File: src/pfd_pkg.sv
// Package for the Playfair pair decryptor: sizes, command and status codes,
// the cell position type and the letter and cell address helper functions.
// Depends on nothing; every other file of the block but pfd_ram uses it.
`default_nettype none

package pfd_pkg;

    localparam int SIDE    = 5;
    localparam int CELLS   = SIDE * SIDE;
    localparam int LETTERS = 26;
    localparam int CELL_W  = $clog2(LETTERS);
    localparam int COORD_W = 3;
    localparam int COUNT_W = $clog2(CELLS + 1);

    localparam logic [CELL_W-1:0] IDX_Q = CELL_W'(16);
    localparam logic [CELL_W-1:0] IDX_K = CELL_W'(10);
    localparam logic [7:0] CHAR_UA = 8'h41;
    localparam logic [7:0] CHAR_UZ = 8'h5A;
    localparam logic [7:0] CHAR_LA = 8'h61;
    localparam logic [7:0] CHAR_LZ = 8'h7A;
    localparam logic [7:0] CASE_GAP = 8'h20;

    typedef enum logic [1:0] {
        CMD_CLEAR    = 2'd0,
        CMD_KEY      = 2'd1,
        CMD_COMPLETE = 2'd2,
        CMD_DECRYPT  = 2'd3
    } cmd_t;

    typedef enum logic [1:0] {
        STATUS_OK           = 2'd0,
        STATUS_NOT_FOUND    = 2'd1,
        STATUS_NOT_COMPLETE = 2'd2
    } status_t;

    typedef struct packed {
        logic [COORD_W-1:0] row;
        logic [COORD_W-1:0] col;
    } pos_t;

    typedef struct packed {
        logic              ok;
        logic [CELL_W-1:0] idx;
    } letter_t;

    // Upper case letter to its index, with Q taken as K.
    function automatic letter_t cipher_letter(input logic [7:0] ch);
        letter_t    res;
        logic [7:0] diff;
        diff    = ch - CHAR_UA;
        res.ok  = (ch >= CHAR_UA) && (ch <= CHAR_UZ);
        res.idx = diff[CELL_W-1:0];
        if (res.idx == IDX_Q)
        begin
            res.idx = IDX_K;
        end
        return res;
    endfunction

    // Key bytes are folded to upper case before the lookup.
    function automatic letter_t key_letter(input logic [7:0] ch);
        logic [7:0] up;
        up = ch;
        if ((ch >= CHAR_LA) && (ch <= CHAR_LZ))
        begin
            up = ch - CASE_GAP;
        end
        return cipher_letter(up);
    endfunction

    function automatic logic [CELL_W-1:0] cell_addr(input pos_t p);
        return CELL_W'({2'b00, p.row} << 2) + CELL_W'(p.row) + CELL_W'(p.col);
    endfunction

endpackage

`default_nettype wire

File: src/pfd_req_if.sv
// Request channel of the Playfair pair decryptor: valid, ready and one command item.
// Depends on pfd_pkg for the command type.
`default_nettype none

interface pfd_req_if;
    logic               valid;
    logic               ready;
    pfd_pkg::cmd_t      command;
    logic [7:0]         key_char;
    logic [7:0]         cipher_first;
    logic [7:0]         cipher_second;

    modport source (output valid, command, key_char, cipher_first, cipher_second,
                    input ready);
    modport sink (input valid, command, key_char, cipher_first, cipher_second,
                  output ready);
endinterface

`default_nettype wire

File: src/pfd_rsp_if.sv
// Result channel of the Playfair pair decryptor: valid, ready and one decrypted pair.
// Depends on pfd_pkg for the status type.
`default_nettype none

interface pfd_rsp_if;
    logic               valid;
    logic               ready;
    logic [6:0]         plain_first;
    logic [6:0]         plain_second;
    pfd_pkg::status_t   status;

    modport source (output valid, plain_first, plain_second, status, input ready);
    modport sink (input valid, plain_first, plain_second, status, output ready);
endinterface

`default_nettype wire

File: src/pfd_ram.sv
// Generic RAM with one write port and two registered read ports.
// Depends on nothing.
`default_nettype none

module pfd_ram #(
    parameter int WIDTH = 8,
    parameter int DEPTH = 32
) (
    input  wire logic                     clk,
    input  wire logic                     wr_en,
    input  wire logic [$clog2(DEPTH)-1:0] wr_addr,
    input  wire logic [WIDTH-1:0]         wr_data,
    input  wire logic [$clog2(DEPTH)-1:0] rd_addr_a,
    input  wire logic [$clog2(DEPTH)-1:0] rd_addr_b,
    output logic      [WIDTH-1:0]         rd_data_a,
    output logic      [WIDTH-1:0]         rd_data_b
);

    logic [WIDTH-1:0] mem [DEPTH];

    always_ff @(posedge clk)
    begin
        if (wr_en)
        begin
            mem[wr_addr] <= wr_data;
        end
        rd_data_a <= mem[rd_addr_a];
        rd_data_b <= mem[rd_addr_b];
    end

endmodule

`default_nettype wire

File: src/pfd_pair_map.sv
// Playfair decryption rule: maps the two cipher positions to the two plaintext cells.
// Depends on pfd_pkg for the position type and the cell address function.
`default_nettype none

module pfd_pair_map (
    input  wire pfd_pkg::pos_t                 pos_first,
    input  wire pfd_pkg::pos_t                 pos_second,
    output logic [pfd_pkg::CELL_W-1:0]         cell_first,
    output logic [pfd_pkg::CELL_W-1:0]         cell_second
);
    import pfd_pkg::*;

    localparam logic [COORD_W-1:0] LAST = COORD_W'(SIDE - 1);

    pos_t out_first;
    pos_t out_second;

    function automatic logic [COORD_W-1:0] step_back(input logic [COORD_W-1:0] v);
        return (v == '0) ? LAST : v - COORD_W'(1);
    endfunction

    always_comb
    begin
        out_first  = pos_first;
        out_second = pos_second;
        priority if (pos_first.row == pos_second.row)
        begin
            out_first.col  = step_back(pos_first.col);
            out_second.col = step_back(pos_second.col);
        end
        else if (pos_first.col == pos_second.col)
        begin
            out_first.row  = step_back(pos_first.row);
            out_second.row = step_back(pos_second.row);
        end
        else
        begin
            out_first.col  = pos_second.col;
            out_second.col = pos_first.col;
        end
    end

    assign cell_first  = cell_addr(out_first);
    assign cell_second = cell_addr(out_second);

endmodule

`default_nettype wire

File: src/playfair_pair_decrypt_core.sv
// Top level of the Playfair pair decryptor: command sequencer, square state and result register.
// Depends on pfd_pkg, pfd_req_if, pfd_rsp_if, pfd_ram and pfd_pair_map.
`default_nettype none

// Clear and key commands are worked as they are accepted. Complete, on a square not yet
// complete, walks the alphabet letter by letter, writing at most one cell a cycle.
// A decrypt reads the two letter positions, then the two plaintext cells, both through
// two-port memories, then loads the result register. Decrypts that fail a check give
// their result in the cycle after acceptance. The block takes one item at a time, and
// a new item only once the result register is free or is being emptied.
module playfair_pair_decrypt_core (
    input  wire logic clk,
    input  wire logic rst_n,
    pfd_req_if.sink   req,
    pfd_rsp_if.source rsp
);
    import pfd_pkg::*;

    typedef enum logic [1:0] {ST_IDLE, ST_FILL, ST_POS, ST_CELL} state_t;

    state_t              state_reg, state_next;
    logic [LETTERS-1:0]  used_reg, used_next;
    logic [COUNT_W-1:0]  fill_count_reg, fill_count_next;
    pos_t                fill_pos_reg, fill_pos_next;
    logic                complete_reg, complete_next;
    logic [CELL_W-1:0]   walk_reg, walk_next;
    logic                out_valid_reg, out_valid_next;
    logic [6:0]          plain_first_reg, plain_first_next;
    logic [6:0]          plain_second_reg, plain_second_next;
    status_t             status_reg, status_next;

    logic                accept;
    logic                put;
    logic [CELL_W-1:0]   put_idx;
    letter_t             key_l;
    letter_t             first_l;
    letter_t             second_l;
    pos_t                pos_first;
    pos_t                pos_second;
    logic [CELL_W-1:0]   cell_first;
    logic [CELL_W-1:0]   cell_second;
    logic [CELL_W-1:0]   val_first;
    logic [CELL_W-1:0]   val_second;

    assign req.ready = (state_reg == ST_IDLE) && (!out_valid_reg || rsp.ready);
    assign accept    = req.valid && req.ready;

    assign key_l    = key_letter(req.key_char);
    assign first_l  = cipher_letter(req.cipher_first);
    assign second_l = cipher_letter(req.cipher_second);

    pfd_ram #(
        .WIDTH ($bits(pos_t)),
        .DEPTH (LETTERS)
    ) u_pos_ram (
        .clk       (clk),
        .wr_en     (put),
        .wr_addr   (put_idx),
        .wr_data   (fill_pos_reg),
        .rd_addr_a (first_l.idx),
        .rd_addr_b (second_l.idx),
        .rd_data_a (pos_first),
        .rd_data_b (pos_second)
    );

    pfd_pair_map u_map (
        .pos_first   (pos_first),
        .pos_second  (pos_second),
        .cell_first  (cell_first),
        .cell_second (cell_second)
    );

    pfd_ram #(
        .WIDTH (CELL_W),
        .DEPTH (CELLS)
    ) u_cell_ram (
        .clk       (clk),
        .wr_en     (put),
        .wr_addr   (fill_count_reg[CELL_W-1:0]),
        .wr_data   (put_idx),
        .rd_addr_a (cell_first),
        .rd_addr_b (cell_second),
        .rd_data_a (val_first),
        .rd_data_b (val_second)
    );

    always_comb
    begin
        put     = 1'b0;
        put_idx = key_l.idx;
        unique case (state_reg)
            ST_IDLE:
            begin
                put = accept && (req.command == CMD_KEY) && !complete_reg && key_l.ok
                      && !used_reg[key_l.idx] && (fill_count_reg < COUNT_W'(CELLS));
            end
            ST_FILL:
            begin
                put_idx = walk_reg;
                put     = (walk_reg != IDX_Q) && !used_reg[walk_reg]
                          && (fill_count_reg < COUNT_W'(CELLS));
            end
            default:
            begin
                put = 1'b0;
            end
        endcase
    end

    always_comb
    begin
        state_next        = state_reg;
        used_next         = used_reg;
        fill_count_next   = fill_count_reg;
        fill_pos_next     = fill_pos_reg;
        complete_next     = complete_reg;
        walk_next         = walk_reg;
        out_valid_next    = out_valid_reg && !rsp.ready;
        plain_first_next  = plain_first_reg;
        plain_second_next = plain_second_reg;
        status_next       = status_reg;

        if (put)
        begin
            used_next[put_idx] = 1'b1;
            fill_count_next    = fill_count_reg + COUNT_W'(1);
            if (fill_pos_reg.col == COORD_W'(SIDE - 1))
            begin
                fill_pos_next.col = '0;
                fill_pos_next.row = fill_pos_reg.row + COORD_W'(1);
            end
            else
            begin
                fill_pos_next.col = fill_pos_reg.col + COORD_W'(1);
            end
        end

        unique case (state_reg)
            ST_IDLE:
            begin
                if (accept)
                begin
                    unique case (req.command)
                        CMD_CLEAR:
                        begin
                            used_next       = '0;
                            fill_count_next = '0;
                            fill_pos_next   = '0;
                            complete_next   = 1'b0;
                        end
                        CMD_KEY:
                        begin
                        end
                        CMD_COMPLETE:
                        begin
                            if (!complete_reg)
                            begin
                                walk_next  = '0;
                                state_next = ST_FILL;
                            end
                        end
                        CMD_DECRYPT:
                        begin
                            plain_first_next  = '0;
                            plain_second_next = '0;
                            if (!complete_reg)
                            begin
                                out_valid_next = 1'b1;
                                status_next    = STATUS_NOT_COMPLETE;
                            end
                            else if (!(first_l.ok && second_l.ok && used_reg[first_l.idx]
                                       && used_reg[second_l.idx]))
                            begin
                                out_valid_next = 1'b1;
                                status_next    = STATUS_NOT_FOUND;
                            end
                            else
                            begin
                                state_next = ST_POS;
                            end
                        end
                        default:
                        begin
                        end
                    endcase
                end
            end
            ST_FILL:
            begin
                if (walk_reg == CELL_W'(LETTERS - 1))
                begin
                    complete_next = 1'b1;
                    state_next    = ST_IDLE;
                end
                else
                begin
                    walk_next = walk_reg + CELL_W'(1);
                end
            end
            ST_POS:
            begin
                state_next = ST_CELL;
            end
            ST_CELL:
            begin
                out_valid_next    = 1'b1;
                status_next       = STATUS_OK;
                plain_first_next  = 7'(CHAR_UA) + 7'(val_first);
                plain_second_next = 7'(CHAR_UA) + 7'(val_second);
                state_next        = ST_IDLE;
            end
            default:
            begin
                state_next = ST_IDLE;
            end
        endcase
    end

    always_ff @(posedge clk or negedge rst_n)
    begin
        if (!rst_n)
        begin
            state_reg        <= ST_IDLE;
            used_reg         <= '0;
            fill_count_reg   <= '0;
            fill_pos_reg     <= '0;
            complete_reg     <= 1'b0;
            walk_reg         <= '0;
            out_valid_reg    <= 1'b0;
            plain_first_reg  <= '0;
            plain_second_reg <= '0;
            status_reg       <= STATUS_OK;
        end
        else
        begin
            state_reg        <= state_next;
            used_reg         <= used_next;
            fill_count_reg   <= fill_count_next;
            fill_pos_reg     <= fill_pos_next;
            complete_reg     <= complete_next;
            walk_reg         <= walk_next;
            out_valid_reg    <= out_valid_next;
            plain_first_reg  <= plain_first_next;
            plain_second_reg <= plain_second_next;
            status_reg       <= status_next;
        end
    end

    assign rsp.valid        = out_valid_reg;
    assign rsp.plain_first  = plain_first_reg;
    assign rsp.plain_second = plain_second_reg;
    assign rsp.status       = status_reg;

    a_fill_bound : assert property (@(posedge clk) disable iff (!rst_n)
        fill_count_reg <= COUNT_W'(CELLS))
        else $error("Fill count runs past the end of the square.");

    a_complete_full : assert property (@(posedge clk) disable iff (!rst_n)
        complete_reg |-> (fill_count_reg == COUNT_W'(CELLS)))
        else $error("Square marked complete while cells are still empty.");

    a_result_slot_free : assert property (@(posedge clk) disable iff (!rst_n)
        (state_reg == ST_CELL) |-> !out_valid_reg)
        else $error("A decrypted pair would overwrite a result still waiting.");

    a_ok_is_letter : assert property (@(posedge clk) disable iff (!rst_n)
        (out_valid_reg && (status_reg == STATUS_OK)) |->
            ((plain_first_reg >= 7'(CHAR_UA)) && (plain_second_reg >= 7'(CHAR_UA))))
        else $error("A good result carries a character that is not a letter.");

    a_busy_not_ready : assert property (@(posedge clk) disable iff (!rst_n)
        (state_reg != ST_IDLE) |-> !req.ready)
        else $error("Item taken while a command is still being worked.");

endmodule

`default_nettype wire
File: src/flat_wrapper.sv
// flat-port wrapper written by rule: the top's interface ports become plain ports
module playfair_pair_decrypt_core_flat import pfd_pkg::*;
  (clk, rst_n, req_valid, req_command, req_key_char, req_cipher_first, req_cipher_second, req_ready, rsp_valid, rsp_plain_first, rsp_plain_second, rsp_status, rsp_ready);
  pfd_req_if req_i ();
  pfd_rsp_if rsp_i ();
  input  wire logic clk;
  input  wire logic rst_n;
  input wire logic [$bits(req_i.valid)-1:0] req_valid;
  input wire logic [$bits(req_i.command)-1:0] req_command;
  input wire logic [$bits(req_i.key_char)-1:0] req_key_char;
  input wire logic [$bits(req_i.cipher_first)-1:0] req_cipher_first;
  input wire logic [$bits(req_i.cipher_second)-1:0] req_cipher_second;
  output wire logic [$bits(req_i.ready)-1:0] req_ready;
  output wire logic [$bits(rsp_i.valid)-1:0] rsp_valid;
  output wire logic [$bits(rsp_i.plain_first)-1:0] rsp_plain_first;
  output wire logic [$bits(rsp_i.plain_second)-1:0] rsp_plain_second;
  output wire logic [$bits(rsp_i.status)-1:0] rsp_status;
  input wire logic [$bits(rsp_i.ready)-1:0] rsp_ready;
  assign req_i.valid = req_valid;
  assign req_i.command = req_command;
  assign req_i.key_char = req_key_char;
  assign req_i.cipher_first = req_cipher_first;
  assign req_i.cipher_second = req_cipher_second;
  assign req_ready = req_i.ready;
  assign rsp_valid = rsp_i.valid;
  assign rsp_plain_first = rsp_i.plain_first;
  assign rsp_plain_second = rsp_i.plain_second;
  assign rsp_status = rsp_i.status;
  assign rsp_i.ready = rsp_ready;
  playfair_pair_decrypt_core u_core (.clk(clk), .rst_n(rst_n), .req(req_i), .rsp(rsp_i));
endmodule
File: config.mk
export PLATFORM = sky130hd
export DESIGN_NAME = playfair_pair_decrypt_core_flat
export DESIGN_NICKNAME = d
export VERILOG_FILES = /design/src/pfd_pkg.sv /design/src/pfd_req_if.sv /design/src/pfd_rsp_if.sv /design/src/pfd_ram.sv /design/src/pfd_pair_map.sv /design/src/playfair_pair_decrypt_core.sv /design/src/flat_wrapper.sv
export SDC_FILE = /design/constraint.sdc
export NUM_CORES = 1
export LEC_CHECK = 0
export BUFFER_PORTS_ARGS = -buffer_cell sky130_fd_sc_hd__buf_2
export CAP_MARGIN = 30
export CORE_ASPECT_RATIO = 0.75
export CORE_UTILIZATION = 68
export DETAILED_ROUTE_END_ITERATION = 8
export PLACE_DENSITY = 0.86
export SLEW_MARGIN = 20
export SYNTH_ARGS = -nofsm -noshare
export SYNTH_HDL_FRONTEND = slang
export SYNTH_SLANG_ARGS = --single-unit
File: constraint.sdc
create_clock -name clk -period 7.4 [get_ports clk]
set_input_delay 1.85 -clock clk [delete_from_list [all_inputs] [get_ports clk]]
set_output_delay 1.85 -clock clk [all_outputs]
set_load 0.005 [all_outputs]
# [Word-level counts from Yosys, hierarchy flattened]
# Memory sizes are Yosys's and may differ from the RTL's. A register that Yosys moved wholly into a read port is not among the register bits.
# Index checks and enable logic that the tools add are counted.
[word_totals] regBits=62 latchBits=0 ramBits=281 romBits=0 in_bits=30 elab_cells=184 memories=2
[mem_list] name="u_core.u_pos_ram.mem" depth=26 width=6 read_ports=2 rd_clocked_by_memory_dff=2 wr=1 line="pfd_ram.sv:19" rtl="logic [WIDTH-1:0] mem [DEPTH];"
[mem_list] name="u_core.u_cell_ram.mem" depth=25 width=5 read_ports=2 rd_clocked_by_memory_dff=2 wr=1 line="pfd_ram.sv:19"
[classes] n_addsub=18 n_mul=0 div=0 magnitude_cmp=15 n_eq_ne=26 shifts=0 n_mux=74 n_bitwise=1 n_reduce_logical=37
[ops] operator="2-to-1 mux 26 bit" count=4
[ops] operator="2-to-1 mux 5 bit" count=12
[ops] operator="2-to-1 mux 3 bit" count=14
[ops] operator=">= comparator 8 x 7 -> 1 bit (second input constant)" count=4
[ops] operator="<= comparator 8 x 7 -> 1 bit (second input constant)" count=4
[ops] operator="< comparator 5 x 6 -> 1 bit (second input constant)" count=5
[ops] operator="one-hot mux 7 bit (2 select lines)" count=2
[ops] operator="bitwise OR 26 bit" count=1
[ops] operator="2-to-1 mux 6 bit" count=4
[ops] operator="adder 5 x 3 -> 5 bit" count=4
[ops] operator="binary-select mux 1 bit (select 5 bit)" count=4
[ops] operator="== test 5 bit (second input constant)" count=4
[ops] operator="logical AND 1 bit" count=18
[ops] operator="2-to-1 mux 2 bit" count=9
[ops] operator="subtractor 5 x 1 -> 5 bit (second input constant)" count=3
[ops] operator="adder 7 x 5 -> 7 bit (first input constant)" count=2
[ops] operator="2-to-1 mux 1 bit" count=14
[ops] operator="2-to-1 mux 7 bit" count=2
[ops] operator="zero test 3 bit" count=4
[ops] operator="!= test 3 bit (second input constant)" count=4
[ops] operator="subtractor 3 x 1 -> 3 bit (second input constant)" count=4
[ops] operator="adder 5 x 1 -> 5 bit (second input constant)" count=2
[ops] operator="!= test 2 bit (second input constant)" count=5
[ops] operator="one-hot mux 5 bit (2 select lines)" count=1
[ops] operator="24 further kinds" count=41

# [Longest topological paths before layout]
[depth] word_depth=16 mapped_depth=17

# [By module]
# Synthesis repeated with hierarchy kept, for this count alone.
[hier_totals] cells_unflattened=1512 hier_area_um2=19811.5
[by_module_without_submodules] module="pfd_ram (u_core.u_pos_ram)" n_inst=1 cells_each=448 area_each_um2=7696.1 seq_area_each_um2=4924.7
[by_module_without_submodules] module="pfd_ram (u_core.u_cell_ram)" n_inst=1 cells_each=374 area_each_um2=6221.0 seq_area_each_um2=3953.8
[by_module_without_submodules] module="playfair_pair_decrypt_core" n_inst=1 cells_each=594 area_each_um2=5177.5 seq_area_each_um2=1526.5
[by_module_without_submodules] module="pfd_pair_map" n_inst=1 cells_each=96 area_each_um2=716.9 seq_area_each_um2=0.0

# [Worst setup path after synthesis]
# OpenSTA, ideal clock, no wires.
[synth_timing] kind="input port to flip-flop" from="input req_key_char[0]" to="memory u_core.u_pos_ram.mem[10][0] (netlist bit), enable pin" setup_time_ps=386 arrival_time_ps=5213 t_required_ps=7014 setup_slack_ps=1801 cell_stages=13 cell_sequence="buf_2 -> buf_1 -> inv_1 -> ha_1 -> or4b_1 -> nand3_1 -> a21o_1 -> mux2i_1 -> a2111oi_0 -> a211oi_2 -> nand2_2 -> buf_2 -> nor4_1"
[synth_via] elab_chain_cells=14 elab_cells_between_ends=21 classes_between="2 x add/sub; 4 x order compare; 1 x eq/ne; 8 x mux; 6 x reduce/logical"
[synth_rtl] element="start, declared" line="flat_wrapper.sv:10" rtl="input wire logic [$bits(req_i.key_char)-1:0] req_key_char;"
[synth_rtl] element=">= comparator 8 x 7 -> 1 bit / <= comparator 8 x 7 -> 1 bit (equally long branches)" line="pfd_pkg.sv:64" rtl="if ((ch >= CHAR_LA) && (ch <= CHAR_LZ))"
[synth_rtl] element="logical AND 1 bit" line="pfd_pkg.sv:64"
[synth_rtl] element="2-to-1 mux 8 bit *" line="pfd_pkg.sv:64"
[synth_rtl] element="subtractor 5 x 1 -> 5 bit" line="pfd_pkg.sv:50" rtl="diff = ch - CHAR_UA;"
[synth_rtl] element="== test 5 bit" line="pfd_pkg.sv:53" rtl="if (res.idx == IDX_Q)"
[synth_rtl] element="2-to-1 mux 5 bit" line="pfd_pkg.sv:53"
[synth_rtl] element="binary-select mux 1 bit (select 5 bit)" line="playfair_pair_decrypt_core.sv:95" rtl="&& !used_reg[key_l.idx] && (fill_count_reg < COUNT_W'(CELLS));"
[synth_rtl] element="2-to-1 mux 1 bit (not written as such)" line="playfair_pair_decrypt_core.sv:95"
[synth_rtl] element="zero test 1 bit" line="playfair_pair_decrypt_core.sv:95"
[synth_rtl] element="logical AND 1 bit (2 in series)" line="playfair_pair_decrypt_core.sv:95"
[synth_rtl] element="one-hot mux 1 bit (2 select lines)" line="playfair_pair_decrypt_core.sv:91" rtl="unique case (state_reg)"
[synth_rtl] element="2-to-1 mux 1 bit" line="pfd_ram.sv:23" rtl="if (wr_en)"
[synth_rtl] element="2-to-1 mux 1 bit (not written as such)" line="pfd_ram.sv:25" rtl="mem[wr_addr] <= wr_data;"
[synth_rtl] element="end, declared" line="pfd_ram.sv:19"
# Every way passes the cells marked *; elsewhere a longest branch is shown, timed or not. The select of a mux whose other input is x is not followed.

# [Worst setup path after layout]
[layout_timing] from="input req_key_char[0]" to="memory u_core.u_pos_ram.mem[13][4] (netlist bit), enable pin"
# Same word-level chain as after synthesis.

==> flow_summary.yaml <==
outcome:
  status: "complete, no violations"
clock_tree:
  post_cts_buffers: 0
  ctsRootBufferMaster: "clkbuf_16"
  numCtsBuffers: 35
  h-tree-depth: 2
  cts_tree: "yes"
  cts_resized: 0
  clk_latency_ns: 0.56
  ctsHoldBuffers: 0
  cts.sinks: 364
  clk_pin_slew_ns: 0.07
  clockBufferDepth: 3
sta:
  worst_slew_pin_slew_ns: 1.020
  period_share_pct: 78.85
  drv_slew: 0
  worst_slack_ns: 1.565
  timing.final.hold_violations: 0
  skew_ns: 0.03628
  finalSetupViolCount: 0
  rsz0062_at_grt: "no"
  slew_headroom_pct: 31.92
  fmax_ghz: 0.1714
  fin_tns_setup_ns: 0
  fin_crit_ns: 5.835
  whs_ns: 0.4736
synthesis:
  ys_top_cells_by_count: "edfxtp_1 (281), mux4_2 (111), nand2_1 (103)"
  yosysTopAreaCell: "edfxtp_1"
  synth.most_common_cell: "edfxtp_1"
  synth_area_leaders: "edfxtp_1 (43%), mux4_2 (13%), dfrtp_1 (7.8%)"
  synth_seq_cells: 364
  synthCells: 1520
  syn_avg_cell_area_um2: 12.95
  synth_nets: 1596
  synth_area_um2: 19690
  synth_warnings: 0
  yosysTopAreaCellShare_pct: 42.86
  yosysUniqueCellTypes: 80
  synth_edf_count: 281
  synthArstFlopShare_pct: 16.76
  synth_ff_type: "edfxtp_1"
  yosysSeqAreaShare_pct: 52.85
routing:
  ant_nets: 0
  avgRoutedWirePerCell_um: 27.67
  drt_wl_total_mm: 54.57
  drt-pass1-iter-count: 6
  drtIter0Drc: 2481
  drc: 0
  via_count: 14940
  vias_per_cell: 7.577
floorplan:
  num_rows: 53
  dieArea_um2: 29640
  core_um2: 28250
  die_y_um: 149.4
  io-pin-count: 48
  die_w_um: 198.5
  initial_core_util_pct: 69.69
final_layout:
  largest_reg_flops: 156
  stdcell_count: 1972
  final_nets: 1636
  drive_gt1_share_pct: 21.05
  area_growth_pct: 10.30
  diodes: 0
  stdcell_area_um2: 21710
  fillerInstances: 1627
worst_hold_path:
  holdPathStages: 2
  hold_path.class: "flop to flop"
placement:
  placed_cell_area_um2: 20470
  port_buffers: 47
  pre_cts_slack_ns: 1.140
  dp.cells: 1904
  hpwl_mm: 35.56
  gp_congestion: 0.9189
worst_setup_path:
  start_kind: "input pin"
  critical_path_required_ns: 7.66
  worst-path-max-fanout: 23
  end_kind: "flop"
  reg2reg_depth: 13
  arrival_ns: 6.09
  worstSetupPathType: "input pin to flop"
global_routing:
  overflow: 0
  grt_max_degree: 62
  grt_pass1_wl_mm: 83.27
  grt_use_total_pct: 37.66
  antenna_found_initial: 0
  grt_pass1_vias: 14140
power_and_ir_drop:
  switching_share_pct: 38.68
  p_comb_share_pct: 44.8
  clkPwrFrac_pct: 21.6
  powerDensity_nw_per_um2: 400.3
  p_leak_uw: 0.007791
  intPower_uw: 5329
  irDropWorstVdd_uv: 273.4
  power_frac_seq_pct: 33.6
  p_sw_uw: 3362
run:
  maxCapViolCount: 0
power by group through the flow:
stage	logic (µW)	clock network, µW	registers, µW
after floorplan	2590	0	2840
after global placement	3470	0	2950
after detailed placement	3720	0	2940
after CTS	3790	1880	2900
after global routing	4100	1950	2940
final	3890	1880	2920
path summary, 6_finish.rpt:
path | to | startpoint | slack (ns)
max in group asynchronous | u_core.rsp.plain_second[2] | rst_n | 5.38
min | u_core.rsp.plain_second[3] | u_core.rsp.plain_second[3] | 0.47
min in group asynchronous | u_core.used_reg[4] | rst_n | 1.49
min reg2reg | u_core.rsp.plain_second[3] | u_core.rsp.plain_second[3] | 0.47
max reg2reg | u_core.u_cell_ram.rd_data_a[3] | u_core.u_pos_ram.rd_data_b[3] | 2.12
max | u_core.u_pos_ram.mem[13][4] | req_key_char[0] | 1.57
cell families after synthesis:
kind of cell,synth area share (%)
AND/OR/NAND/NOR,9.730
flip-flops,52.85
AO/OA/AOI/OAI,12.71
multiplexers,17.12
buffers and inverters,3.267
adder cells (fa/ha/maj),3.076
XOR/XNOR,1.246
area by class of cell:
type	instances	area, µm²	area share (%)
clock buffers	48	996.0	4.587
clock inverters	16	196.4	0.9046
inverters	38	142.6	0.6569
multi-input cells	1005	8693	40.03
flip-flops and latches	364	10410	47.92
well taps	385	481.7	2.218
repair buffers	116	799.5	3.682
placed cells by master (no fill, tap or decap), drive strengths merged, types with 37 or more instances in the layout:
cell type  Yosys  routed
nor3          37      37
a21oi         79      79
buf           41     113
inv           38      39
nand2        104     104
mux2i         60      60
dfrtp         61      61
nor2          78      78
edfxtp       281     281
o221ai        38      38
ha            42      42
mux4         111     111
o21ai         66      66
clkbuf        72      51
routing by layer:
layer | routed length, µm | track usage, %
met2 | 24570 | 57.44
met1 | 20080 | 53.54
met4 | 2295 | 14.04
met3 | 7617 | 8.501
met5 | 0 | 0
worst max-delay path, stage by stage:
cell and delay [ns]:
buf_2 0.33, inv_1 0.17, ha_1 0.37, or4b_1 0.55, nand3_1 0.10, a21o_1 0.23, mux2i_1 0.20, a2111oi_0 0.13
a211oi_2 0.63, nand2_2 0.51, nor4_1 0.73, buf_4 0.26
metrics by stage:
step	power, µW	util [%]
2_1_floorplan	5433	-
3_3_place_gp	6418	72.15
3_5_place_dp	6661	72.46
4_1_cts	8574	76.68
5_1_grt	8990	76.87
6_report	8692	76.87
Note: power is estimated with default switching activity, not from simulation.
